`src/sv/psmrl_pkg.sv`:
```
`timescale 1ns / 1ps
// shared types and constants for the per-source mac rate limiter
// used by the channel interfaces, controller, datapath and top level

package psmrl_pkg;

    localparam int TABLE_ENTRIES = 512;
    localparam int ADDR_W        = (TABLE_ENTRIES > 1) ? $clog2(TABLE_ENTRIES) : 1;
    localparam int CNT_W         = $clog2(TABLE_ENTRIES + 1);

    localparam int MAC_W     = 48;
    localparam int LEN_W     = 16;
    localparam int TIME_W    = 64;
    localparam int TOK_W     = 16;
    localparam int OUTCOME_W = 3;
    localparam int CFG_IDX_W = 1;
    localparam int CFG_DAT_W = 64;

    localparam logic [LEN_W-1:0]  MIN_FRAME_LEN = 16'd14;
    localparam logic [TIME_W-1:0] ONE_SEC_NS    = 64'd1000000000;
    localparam logic [TOK_W-1:0]  BUCKET_RESET  = 16'd10;
    localparam logic [TIME_W-1:0] WINDOW_RESET  = ONE_SEC_NS * 64'd5;

    // register indexes
    localparam logic [CFG_IDX_W-1:0] REG_BUCKET_SIZE   = 1'b0;
    localparam logic [CFG_IDX_W-1:0] REG_REFILL_WINDOW = 1'b1;

    // outcome codes
    localparam logic [OUTCOME_W-1:0] OUT_SPENT    = 3'd0;
    localparam logic [OUTCOME_W-1:0] OUT_NEW      = 3'd1;
    localparam logic [OUTCOME_W-1:0] OUT_REFILLED = 3'd2;
    localparam logic [OUTCOME_W-1:0] OUT_FULL     = 3'd3;
    localparam logic [OUTCOME_W-1:0] OUT_SHORT    = 3'd4;
    localparam logic [OUTCOME_W-1:0] OUT_LIMITED  = 3'd5;

    typedef struct packed {
        logic [MAC_W-1:0]  mac;
        logic [TOK_W-1:0]  tokens;
        logic [TIME_W-1:0] stamp;
    } entry_t;

    typedef enum logic [1:0] {
        WR_NONE,
        WR_NEW,
        WR_SPEND,
        WR_REFILL
    } wr_kind_t;

    typedef struct packed {
        logic                 load_in;
        logic                 rd_issue;
        logic                 cap_hit;
        wr_kind_t             wr_kind;
        logic                 set_res;
        logic                 res_pass;
        logic [OUTCOME_W-1:0] res_outcome;
        logic                 out_load;
    } ctrl_cmd_t;

    typedef struct packed {
        logic short_frame;
        logic scan_end;
        logic mac_hit;
        logic table_full;
        logic tokens_zero;
        logic elapsed_gt;
        logic out_free;
    } dp_status_t;

endpackage

```
`src/sv/psmrl_ctrl.sv`:
```
`timescale 1ns / 1ps
// controller fsm: sequences accept, table scan, bucket update and result
// depends on psmrl_pkg for command and status types

module psmrl_ctrl (
    input  logic                   clk,
    input  logic                   rst_n,
    input  logic                   frame_valid,
    output logic                   frame_ready,
    input  psmrl_pkg::dp_status_t  sts,
    output psmrl_pkg::ctrl_cmd_t   cmd
);
    import psmrl_pkg::*;

    typedef enum logic [2:0] {
        S_IDLE,
        S_CHECK,
        S_SEARCH,
        S_EVAL,
        S_MISS,
        S_FINISH
    } state_t;

    state_t state_reg;
    state_t state_next;

    assign frame_ready = (state_reg == S_IDLE);

    always_comb
    begin
        cmd         = '0;
        cmd.wr_kind = WR_NONE;
        state_next  = state_reg;
        unique case (state_reg)
            S_IDLE:
            begin
                if (frame_valid)
                begin
                    cmd.load_in = 1'b1;
                    state_next  = S_CHECK;
                end
            end
            S_CHECK:
            begin
                if (sts.short_frame)
                begin
                    cmd.set_res     = 1'b1;
                    cmd.res_pass    = 1'b0;
                    cmd.res_outcome = OUT_SHORT;
                    state_next      = S_FINISH;
                end
                else if (sts.scan_end)
                begin
                    state_next = S_MISS;
                end
                else
                begin
                    cmd.rd_issue = 1'b1;
                    state_next   = S_SEARCH;
                end
            end
            S_SEARCH:
            begin
                // read data belongs to the address issued last cycle
                if (sts.mac_hit)
                begin
                    cmd.cap_hit = 1'b1;
                    state_next  = S_EVAL;
                end
                else if (sts.scan_end)
                begin
                    state_next = S_MISS;
                end
                else
                begin
                    cmd.rd_issue = 1'b1;
                end
            end
            S_EVAL:
            begin
                cmd.set_res = 1'b1;
                state_next  = S_FINISH;
                priority if (!sts.tokens_zero)
                begin
                    cmd.wr_kind     = WR_SPEND;
                    cmd.res_pass    = 1'b1;
                    cmd.res_outcome = OUT_SPENT;
                end
                else if (sts.elapsed_gt)
                begin
                    cmd.wr_kind     = WR_REFILL;
                    cmd.res_pass    = 1'b1;
                    cmd.res_outcome = OUT_REFILLED;
                end
                else
                begin
                    cmd.res_pass    = 1'b0;
                    cmd.res_outcome = OUT_LIMITED;
                end
            end
            S_MISS:
            begin
                cmd.set_res  = 1'b1;
                cmd.res_pass = 1'b1;
                state_next   = S_FINISH;
                if (sts.table_full)
                begin
                    cmd.res_outcome = OUT_FULL;
                end
                else
                begin
                    cmd.wr_kind     = WR_NEW;
                    cmd.res_outcome = OUT_NEW;
                end
            end
            S_FINISH:
            begin
                if (sts.out_free)
                begin
                    cmd.out_load = 1'b1;
                    state_next   = S_IDLE;
                end
            end
            default:
            begin
                state_next = S_IDLE;
            end
        endcase
    end

    always_ff @(posedge clk or negedge rst_n)
    begin
        if (!rst_n)
        begin
            state_reg <= S_IDLE;
        end
        else
        begin
            state_reg <= state_next;
        end
    end
endmodule

```
`config.mk`:
```
export PLATFORM = sky130hd
export DESIGN_NAME = psmrl_ctrl
export DESIGN_NICKNAME = d
export VERILOG_FILES = /design/src/sv/psmrl_pkg.sv /design/src/sv/psmrl_ctrl.sv
export SDC_FILE = /design/constraint.sdc
export NUM_CORES = 1
export LEC_CHECK = 0
export BUFFER_PORTS_ARGS = -buffer_cell sky130_fd_sc_hd__buf_2
export CAP_MARGIN = 15
export CORE_AREA = 2 2 39 41
export DETAILED_ROUTE_END_ITERATION = 10
export DIE_AREA = 0 0 41 43
export PLACE_DENSITY_LB_ADDON = 0.15
export SYNTH_ARGS = -nofsm -noshare
export SYNTH_HDL_FRONTEND = slang
export SYNTH_SLANG_ARGS = --single-unit
```
`constraint.sdc`:
```
create_clock -name clk -period 2.2 [get_ports clk]
set_clock_uncertainty 0.1 [all_clocks]
set_input_delay 0.33 -clock clk [delete_from_list [all_inputs] [get_ports clk]]
set_output_delay 0.33 -clock clk [all_outputs]
set_load 0.01 [all_outputs]
```
---- Word level (Yosys, flattened, before mapping) ----
Cells that the tools add are included.
word-level totals
  output and inout port bits .............. 12
  register bits ........................... 3
operators by class
  reductions and logical operators ........ 3
  equal/unequal tests ..................... 8
  multiplexer cells ....................... 26
operators by type and width
  cell                                           count
  two-way mux 3 bit                              6
  one-hot mux 3 bit (5 select lines)             1
  one-hot mux 5 bit (3 select lines)             1
  two-way mux 1 bit                              10
  two-way mux 4 bit                              2
  == test 3 x 2 -> 1 bit, second input constant  2
  == test 3 bit, second input constant           2
  two-way mux 2 bit                              3
  two-way mux 5 bit                              1
  != test 2 bit, second input constant           2
  one-hot mux 2 bit (2 select lines)             1
  == test 3 x 1 -> 1 bit, second input constant  1
  logical NOT 3 bit                              1
  != test 3 bit, second input constant           1
  AND reduction 3 bit                            1
  one-hot mux 1 bit (2 select lines)             1
  OR reduction 2 bit                             1

---- Logic depth before layout (Yosys ltp) ----
Gate-level depths: netlist (run 1).
  depth in word-level cells ............... 3
  mapped depth ............................ 4
  gate-level depth less buffers ........... 3

---- Least setup slack after synthesis (run 1) ----
OpenSTA, ideal clock, no wires.
  path kind ............................... register to output
  start point ............................. reg state_reg[1]
  end point ............................... out cmd[9] (netlist bit)
  buffers on the path ..................... 1
  stages on the path, launching flop included .. 5
  setup slack ............................. 0.518 ns
  data required time ...................... 1.770 ns
  arrival time ............................ 1.252 ns
  cells stage by stage .................... dfrtp_1 > buf_6 > or2_1 > mux2_4 > nor3_1
RTL lines
  element                   RTL line           source
  start: declaration        psmrl_ctrl.sv:24   state_t state_reg;
  start signal: assignment  psmrl_ctrl.sv:139  state_reg <= state_next;
  end: declaration          psmrl_ctrl.sv:11   output psmrl_pkg::ctrl_cmd_t cmd

==> results of run 1 <==
[synth_stat cells, drive strengths merged]
master / n
nor2: 4
o21ai: 4
buf: 3
dfrtp: 3
nand2: 3
nor2b: 3
nor3: 3
or2: 3
inv: 2
o22ai: 2
a211oi: 1
a221oi: 1
and2: 1
and2b: 1
and3: 1
and4bb: 1
mux2: 1
mux2i: 1
nand2b: 1
nand3: 1
nand4: 1
o221a: 1
o31ai: 1
or2b: 1
or3b: 1
[final cells by class]
cell class	count	share of cell area, %
Sequential cell	3	15.15
Timing Repair Buffer	22	23.23
Multi-Input combinational cell	37	50.76
Tap cell	16	4.040
Clock buffer	4	5.303
Inverter	2	1.515
[per-layer routing]
layer  up-vias  part of all wire [%]
li1        209                     -
met5         -                     0
met3         0                   4.4
met2        12                    48
met4         0                     0
met1       176                    48
[cells by family after synthesis]
group	Yosys count	share of synthesized area, %
muxes	2	7.041
DFF	3	21.13
buffers and inverters	5	8.099
and+or+nand+nor	25	41.55
AOI/OAI and AO/OA	10	22.18
[metrics by stage]
stage | power [mW] | hold slack (ns) | std cells
after CTS | 0.5730 | 0.2151 | 84
after global placement | 0.4759 | 0.02645 | 79
after floorplan | 0.3768 | -0.06559 | 45
after detailed placement | 0.4700 | 0.02813 | 79
after global routing | 0.6201 | 0.2214 | 84
final | 0.5637 | 0.2252 | 84
[path summary, 6_finish.rpt]
check                                           end  slack (ns)  cells past startpoint
setup / recovery                             cmd[9]        0.20                      4
hold / removal             state_reg[0]$_DFFE_PN0P_        0.23                      2
setup reg to reg           state_reg[2]$_DFFE_PN0P_        0.71                      3
hold reg to reg            state_reg[1]$_DFFE_PN0P_        0.61                      1
max in group asynchronous  state_reg[1]$_DFFE_PN0P_        1.56                      2
min in group asynchronous  state_reg[2]$_DFFE_PN0P_        0.33                      2
[cells in the final DEF (no fill, tap or decap)]
cell type,instances
o31ai_2,1
nor3_1,3
o22ai_1,2
inv_1,2
o21ai_0,4
mux2_4,1
buf_2,21
dfrtp_1,3
nand2b_1,1
nand4_1,1
mux2i_1,1
o221a_1,1
or2_2,1
nand3_1,1
or2b_1,1
nor2_1,4
clkbuf_1,1
dlygate4sd3_1,1
and4bb_1,1
a221oi_2,1
and2_1,1
a211oi_1,1
and2b_1,1
or3b_4,1
clkbuf_4,3
and3_1,1
or2_1,2
nor2b_1,3
nand2_1,3
[worst max-delay path, stage by stage, from the launching register on]
cell and delay, ns:
dfrtp_1 0.51, or2b_1 0.28, mux2_4 0.28, nor3_1 0.12, buf_2 0.15
[power breakdown]
group	internal, mW	switching [mW]
clock network	0.0679	0.0279
logic	0.168	0.160
registers	0.0772	0.0633
==> results.md, run 1 <==
* Via/cell ratio at 4.726
* Slew margin rel. at approximately three quarters
* Multi-input logic area at around 250 um2
* DR pass1 iterations at 3
* Max-Cap Viols at 0
* Area after DPL at around 460 um2
* WS Path Type: reg -> out
* Count of cell types in the netlist at 27
* Routing usage on met3 at about 1.6%
* Core area at about 1400 um2
* Post-route DRC at 0
* Crit Path Max Fanout at 11
* Final setup violation count at 0
* Area Growth Syn to Fin at 39.44%
* Peak supply drop at between 0.0003 and 0.0004 V
* Lkg Pwr at about 0.26 nW
* Max Slew Vio Count at 0
* CP Launch Type: flip-flop
* Fin Setup TNS at 0 ns
* Final Hold Vio Count at 0
* CTS tree: yes
* Worst r2r src: state_reg[2]$_DFFE_PN0P_
* Net count, final at 79
* First-pass GRT wire length at approximately 1.4 mm
* Status: completed
* GR Layer Usage met2 at a little under a fifth
* Via count at approximately 400
* Hold WC Path Type: in -> reg
* Number of global-route vias before repair at between 300 and 400
* Grt ovf at 0
* Post-route minimum period at about 2 ns
* #FFs+latches synth at 3
* CP Capture Type: output pin
* Critical Path RT at ~1.8 ns
* Die footprint at between 1500 and 2000 um2
* Root Driver: clkbuf_4
* Initial antenna violation count at 0
* Fillers at between 150 and 200
* Drt total wl at roughly 880 um
* Hold-fix buffers, CTS at 1
* GRT Max-Usage Layer: met2
* Chip width at 41 um
* Worst skew pair latency at 0.23 ns
* Syn_nets at 55
* Critical path arrival at 1.57 ns
* TritonCTS sink count at 3
* Inserted Clock Buffers at 3
* Detailed Route Iter0 Violations at 3
* Design area at between 400 and 500 um2
* Post-synth top area share at 21.13%
* Area leader, netlist: dfrtp_1
* Initial Util at about 26%
* Synth Area per Inst at 7.896 um2
* Row cnt at 14
* Ports at 22
* Worst-path clk slew at 0.04 ns
* Die H at 43 um
* CTS HTree Levels at 1
* Final period utilization at between 90% and 100%
* Layout cell share with drive strength beyond 1 at a little over two fifths
* Seq/Total Area, Yosys at approximately a fifth
* Routed Antenna Nets at 0
* Netlist Area Pre-Place at ~360 um2
* DP HPWL at 694.2 um
* Pre-CTS WS at 0.4516 ns
* Max FFs per register at 3
* Antenna diodes at 0
* Post-DR wirelength/cell at around 10 um
* Top cells by area, synth: dfrtp_1 21%, o21ai_0 5.6%, nor2b_1 5.3%, nor3_1 4.2%, a221oi_2 4.2%
* Yosys warns at 0
* Final setup margin at between 0.2 and 0.25 ns
* Postcts setup bufs at 0
* Post_cts resized at 0
* Worst Max-Slew Pin Slew at 0.3619 ns
* Reg area at around 75 um2
* Gr usage total at 11.61%
* Routability cong. at between 0.7 and 0.8
* Power density cells at about 1100 nW/um2
* Fmax at 500.4 MHz
* Largest net degree at the start of global routing at 13
* Final core occ at around 36%
* M1 GR Usage at around 15%
* Critical path startpoint: state_reg[1]$_DFFE_PN0P_
* Unrepaired setup endpoints after global routing: no
* Min-delay src: sts[0]
* Mapped Cells at 45
* Clk buf depth at 2
* I/O Buffers at 21
No activity file was read; power rests on OpenSTA's default activity.
==> run 2: changes to the inputs <==
Settings changed: RECOVER_POWER from default to 25.
==> run 2 against run 1 <==
Against the previous run:
- die area did not move
- count of clock-buffer cells in the layout did not move
- critical path type unchanged
- setup slack got worse by 0.0011 ns
- flip-flop and latch count did not move
- largest power group unchanged
==> results.md, run 2 (same netlist as run 1, synthesis figures left out) <==
* Status: completed (unchanged)
* Final Hold Vio Count at 0 (unchanged)
* Post-route minimum period at 1.999 ns (was 1.998 ns)
* Antenna diodes at 0 (unchanged)
* Via/cell ratio at 4.750 (was 4.726)
* Max Slew Vio Count at 0 (unchanged)
* Final setup violation count at 0 (unchanged)
* Hold-fix buffers, CTS at 1 (unchanged)
* Die H at 43 um (unchanged)
* Commonest non-fill, non-tap cell in the layout: buf_2 (unchanged)
* Die footprint at 1763 um2 (unchanged)
* Max-Cap Viols at 0 (unchanged)
* Drt total wl at 885 um (was 880 um)
* Final core occ at 35.26% (was 35.80%)
* Postcts setup bufs at 0 (unchanged)
* Core area at 1384 um2 (unchanged)
* Inserted Clock Buffers at 3 (unchanged)
* Peak supply drop at 0.0003673 V (was 0.0003712 V)
* Fmax at 500.2 MHz (was 500.4 MHz)
* Power Total at 0.5535 mW (was 0.5637 mW)
* Ports at 22 (unchanged)
* Worst Max-Slew Pin Slew at 0.3982 ns (was 0.3619 ns)
* CTS tree: yes (unchanged)
* Detailed Route Iter0 Violations at 6 (was 3)
* Root Driver: clkbuf_4 (unchanged)
* Post-route DRC at 0 (unchanged)
* Routability cong. at 0.7289 (unchanged)
* Grt ovf at 0 (unchanged)
* I/O Buffers at 21 (unchanged)
* Fillers at 155 (was 153)
* Most frequent cells in the layout: 20 x buf_2, 4 x nor2_1, 4 x o21ai_0 (was 21 x buf_2, 4 x nor2_1, 4 x o21ai_0)
* Post-DR wirelength/cell at 10.54 um (was 10.48 um)
* Post_cts resized at 0 (unchanged)
* Row cnt at 14 (unchanged)
* DP HPWL at 694.2 um (unchanged)
* Via count at 399 (was 397)
* Worst-path clk slew at 0.04 ns (about the same)
* Power density cells at 1134 nW/um2 (was 1138 nW/um2)
* CP Launch Type: flip-flop (unchanged)
* Largest net degree at the start of global routing at 13 (unchanged)
* Number of global-route vias before repair at 365 (unchanged)
* Worst skew pair latency at 0.23 ns (about the same)
* TritonCTS sink count at 3 (unchanged)
* Routed Antenna Nets at 0 (unchanged)
* Worst hold slack at 0.2250 ns (was 0.2252 ns)
* Final period utilization at 90.88% (was 90.83%)
* DR pass1 iterations at 3 (unchanged)
* CP Capture Type: output pin (unchanged)
* WS Path Type: reg -> out (unchanged)
* Net count, final at 79 (unchanged)
* CTS HTree Levels at 1 (unchanged)
* Layout cell share with drive strength beyond 1 at 39.71% (was 42.65%)
* Initial antenna violation count at 0 (unchanged)
* Initial Util at 25.68% (unchanged)
* First-pass GRT wire length at 1.435 mm (unchanged)
* Clk buf depth at 2 (unchanged)
* Lkg Pwr at 0.2547 nW (was 0.2590 nW)
* Hold WC Path Type: in -> reg (unchanged)
* Slew margin rel. at 73.45% (was 75.87%)
* Critical path arrival at 1.57 ns (about the same)
* Chip width at 41 um (unchanged)
* Max FFs per register at 3 (unchanged)
* Unrepaired setup endpoints after global routing: no (unchanged)
* Gr usage total at 11.61% (unchanged)
* Area Growth Syn to Fin at 37.32% (was 39.44%)
* Fin Setup TNS at 0 ns (unchanged)
* Crit Path Max Fanout at 11 (unchanged)
* Critical Path RT at 1.77 ns (about the same)
run 2: cell types whose count changed in the layout (fill, tap and decap cells not counted), sizes merged:
cell    delta
buf        -1
clkbuf     +1
run 2: layout make-up:
type	count	area (um2)	area share [%]
clock buffer	4	26.28	5.385
inverter	2	7.507	1.538
sequential	3	75.07	15.38
timing repair buffer	22	113.9	23.33
tap	16	20.02	4.103
multi-input combinational	37	245.2	50.26
run 2: critical path: stages, from the launching register on:
cell,delay [ns]
dfrtp_1,0.51
or2b_1,0.28
mux2_4,0.28
nor3_1,0.12
buf_2,0.15
run 2: through the flow:
stage / cell area (um2) / std cells / setup WS [ns]
2_1_floorplan: 355.3 / 45 / 0.5181
3_3_place_gp: 459.2 / 79 / 0.4577
3_5_place_dp: 459.2 / 79 / 0.4516
4_1_cts: 495.5 / 84 / 0.1814
5_1_grt: 488.0 / 84 / 0.09596
6_report: 488.0 / 84 / 0.2006
run 2: layer usage:
metal | GRT usage [%] | up-vias | share of wire, %
met5 | 0 | - | 0
met4 | 4.000 | 0 | 0
met3 | 1.571 | 0 | 4.4
met2 | 19.06 | 12 | 49
met1 | 14.65 | 179 | 47
li1 | - | 208 | -
run 2: report_power, final:
part	total, mW	internal, mW	leakage [nW]	switching, mW
Combinational	0.317	0.162	0.201	0.155
Sequential	0.140	0.0772	0.0388	0.0632
Clock	0.0959	0.0679	0.0150	0.0280
Total	0.553	0.307	0.255	0.246
run 2: worst paths after layout:
| check | start | endpoint | slack [ns] | cells after the start |
|---|---|---|---|---|
| min in group asynchronous | rst_n | state_reg[2]$_DFFE_PN0P_ | 0.34 | 2 |
| max in group asynchronous | rst_n | state_reg[1]$_DFFE_PN0P_ | 1.50 | 2 |
| max | state_reg[1]$_DFFE_PN0P_ | cmd[9] | 0.20 | 4 |
| max reg2reg | state_reg[2]$_DFFE_PN0P_ | state_reg[2]$_DFFE_PN0P_ | 0.61 | 3 |
| min reg2reg | state_reg[2]$_DFFE_PN0P_ | state_reg[1]$_DFFE_PN0P_ | 0.62 | 1 |
| min | sts[0] | state_reg[0]$_DFFE_PN0P_ | 0.22 | 2 |
==> run 3: changes to the inputs <==
Settings changed: CELL_PAD_IN_SITES_DETAIL_PLACEMENT from default to 1, CELL_PAD_IN_SITES_GLOBAL_PLACEMENT from default to 1.
==> run 3 against run 2 <==
Against the previous run:
- combinational power is 2% higher
- global-route usage is 0.30 points higher
- core utilization stayed put
- non-clock buffer count stayed put
- cell area stayed put
- largest power group unchanged
- register-to-register slack better by 0.05 ns
- sequential power hardly changed
- flip-flop and latch count stayed put
- final cell count stayed put
- critical path type unchanged
- count of clock-buffer cells in the layout stayed put
- critical path depth stayed put
- via count is 1.5% higher
==> results.md, run 3 (same netlist as run 1, synthesis figures left out) <==
* Met3 wire len at 52 um (was 39 um)
* Lkg Pwr at 0.2547 nW (unchanged)
* Ports at 22 (unchanged)
* Fin Setup TNS at 0 ns (unchanged)
* Row cnt at 14 (unchanged)
* WS Path Type: reg -> out (unchanged)
* Area Growth Syn to Fin at 37.32% (unchanged)
* Initial antenna violation count at 0 (unchanged)
* CTS tree: yes (unchanged)
* DR pass1 iterations at 1 (was 3)
* Via count at 405 (was 399)
* First-pass GRT wire length at 1.490 mm (was 1.435 mm)
* Via/cell ratio at 4.821 (was 4.750)
* Hold-fix buffers, CTS at 1 (unchanged)
* Final setup margin at 0.1975 ns (was 0.2006 ns)
* Max-Cap Viols at 0 (unchanged)
* Grt ovf at 0 (unchanged)
* Critical path arrival at 1.57 ns (about the same)
* Commonest non-fill, non-tap cell in the layout: buf_2 (unchanged)
* Max Slew Vio Count at 0 (unchanged)
* Inserted Clock Buffers at 3 (unchanged)
* Routed Antenna Nets at 0 (unchanged)
* Post_cts resized at 0 (unchanged)
* Max FFs per register at 3 (unchanged)
* Critical Path RT at 1.77 ns (about the same)
* Fillers at 179 (was 155)
* Fmax at 499.4 MHz (was 500.2 MHz)
* Detailed Route Iter0 Violations at 0 (was 6)
* Post-route DRC at 0 (unchanged)
* Antenna diodes at 0 (unchanged)
* Final Hold Vio Count at 0 (unchanged)
* Power density cells at 1148 nW/um2 (was 1134 nW/um2)
* TritonCTS sink count at 3 (unchanged)
* Core area at 1384 um2 (unchanged)
* Worst Max-Slew Pin Slew at 0.3838 ns (was 0.3982 ns)
* Most frequent cells in the layout: 20 x buf_2, 4 x nor2_1, 4 x o21ai_0 (unchanged)
* Worst hold slack at 0.2197 ns (was 0.2250 ns)
* Largest net degree at the start of global routing at 13 (unchanged)
* Pre-CTS WS at 0.4479 ns (was 0.4516 ns)
* Net count, final at 79 (unchanged)
* Final period utilization at 91.02% (was 90.88%)
* Chip width at 41 um (unchanged)
* Initial Util at 25.68% (unchanged)
* Final core occ at 35.26% (unchanged)
* Postcts setup bufs at 0 (unchanged)
* Met1 wire length at 476 um (was 416 um)
* Gr usage total at 11.91% (was 11.61%)
* Worst skew pair latency at 0.23 ns (about the same)
* CTS HTree Levels at 1 (unchanged)
* Slew margin rel. at 74.42% (was 73.45%)
* Peak supply drop at 0.0003381 V (was 0.0003673 V)
* Die H at 43 um (unchanged)
* Worst path cell trace: or2b_1, mux2_4, nor3_1, buf_2 (unchanged)
* DR top layer: met3 (unchanged)
* Layout cell share with drive strength beyond 1 at 39.71% (unchanged)
* Metal2 WL at 467 um (was 430 um)
* I/O Buffers at 21 (unchanged)
* Max incr delay on CP at 0.51 ns (about the same)
* Clk buf depth at 2 (unchanged)
* Hold WC Path Type: in -> reg (unchanged)
* Drt total wl at 997 um (was 885 um)
* Critical path's slowest cell: dfrtp_1 (unchanged)
* Crit Path Max Fanout at 11 (unchanged)
* Post-route minimum period at 2.003 ns (was 1.999 ns)
* Number of global-route vias before repair at 382 (was 365)
* CP Capture Type: output pin (unchanged)
* Unrepaired setup endpoints after global routing: no (unchanged)
* Status: completed (unchanged)
* Final setup violation count at 0 (unchanged)
* Worst-path clk slew at 0.04 ns (about the same)
* Routability cong. at 0.6767 (was 0.7289)
* Root Driver: clkbuf_4 (unchanged)
* Die footprint at 1763 um2 (unchanged)
* Post-DR wirelength/cell at 11.87 um (was 10.54 um)
* DP HPWL at 796.2 um (was 694.2 um)
* CP Launch Type: flip-flop (unchanged)
==> run 3: cell counts in the layout (fill, tap and decap cells not counted) <==
Identical to the previous run, type by type.
==> run 3: path summary, 6_finish.rpt <==
path	from	endpoint	slack, ns	depth (start not counted)
setup reg to reg	state_reg[2]$_DFFE_PN0P_	state_reg[2]$_DFFE_PN0P_	0.66	3
min in group asynchronous	rst_n	state_reg[0]$_DFFE_PN0P_	0.34	2
hold / removal	sts[0]	state_reg[0]$_DFFE_PN0P_	0.22	2
hold reg to reg	state_reg[2]$_DFFE_PN0P_	state_reg[1]$_DFFE_PN0P_	0.57	1
max in group asynchronous	rst_n	state_reg[1]$_DFFE_PN0P_	1.50	2
setup / recovery	state_reg[1]$_DFFE_PN0P_	cmd[9]	0.20	4
==> run 3: through the flow <==
step / total power, mW / cells / area (um2)
floorplan: 0.3768 / 45 / 355.3
global placement: 0.4823 / 79 / 459.2
detailed placement: 0.4778 / 79 / 459.2
CTS: 0.5805 / 84 / 495.5
global route: 0.6091 / 84 / 488.0
finish: 0.5603 / 84 / 488.0
==> run 3: layout make-up <==
type | instances | area (um2) | area share, %
Multi-Input combinational cell | 37 | 245.2 | 50.26
Timing Repair Buffer | 22 | 113.9 | 23.33
Sequential cell | 3 | 75.07 | 15.38
Clock buffer | 4 | 26.28 | 5.385
Tap cell | 16 | 20.02 | 4.103
Inverter | 2 | 7.507 | 1.538
==> run 3: per-layer routing <==
metal,track usage [%],up-vias
li1,-,206
met1,14.65,185
met2,18.75,14
met3,2.094,0
met4,6.000,0
met5,0,-
==> run 3: power by group <==
part	leakage (nW)	internal (mW)	total, mW	switching, mW
Clock	0.0150	0.0680	0.0963	0.0283
Combinational	0.201	0.162	0.324	0.162
Sequential	0.0388	0.0772	0.140	0.0624
==> run 3: worst max-delay path: cells and delay by family (launching register included) <==
family                 cells  cell delay [ns]
and+or+nand+nor            2             0.40
buffers and inverters      1             0.15
DFF                        1             0.51
muxes                      1             0.28
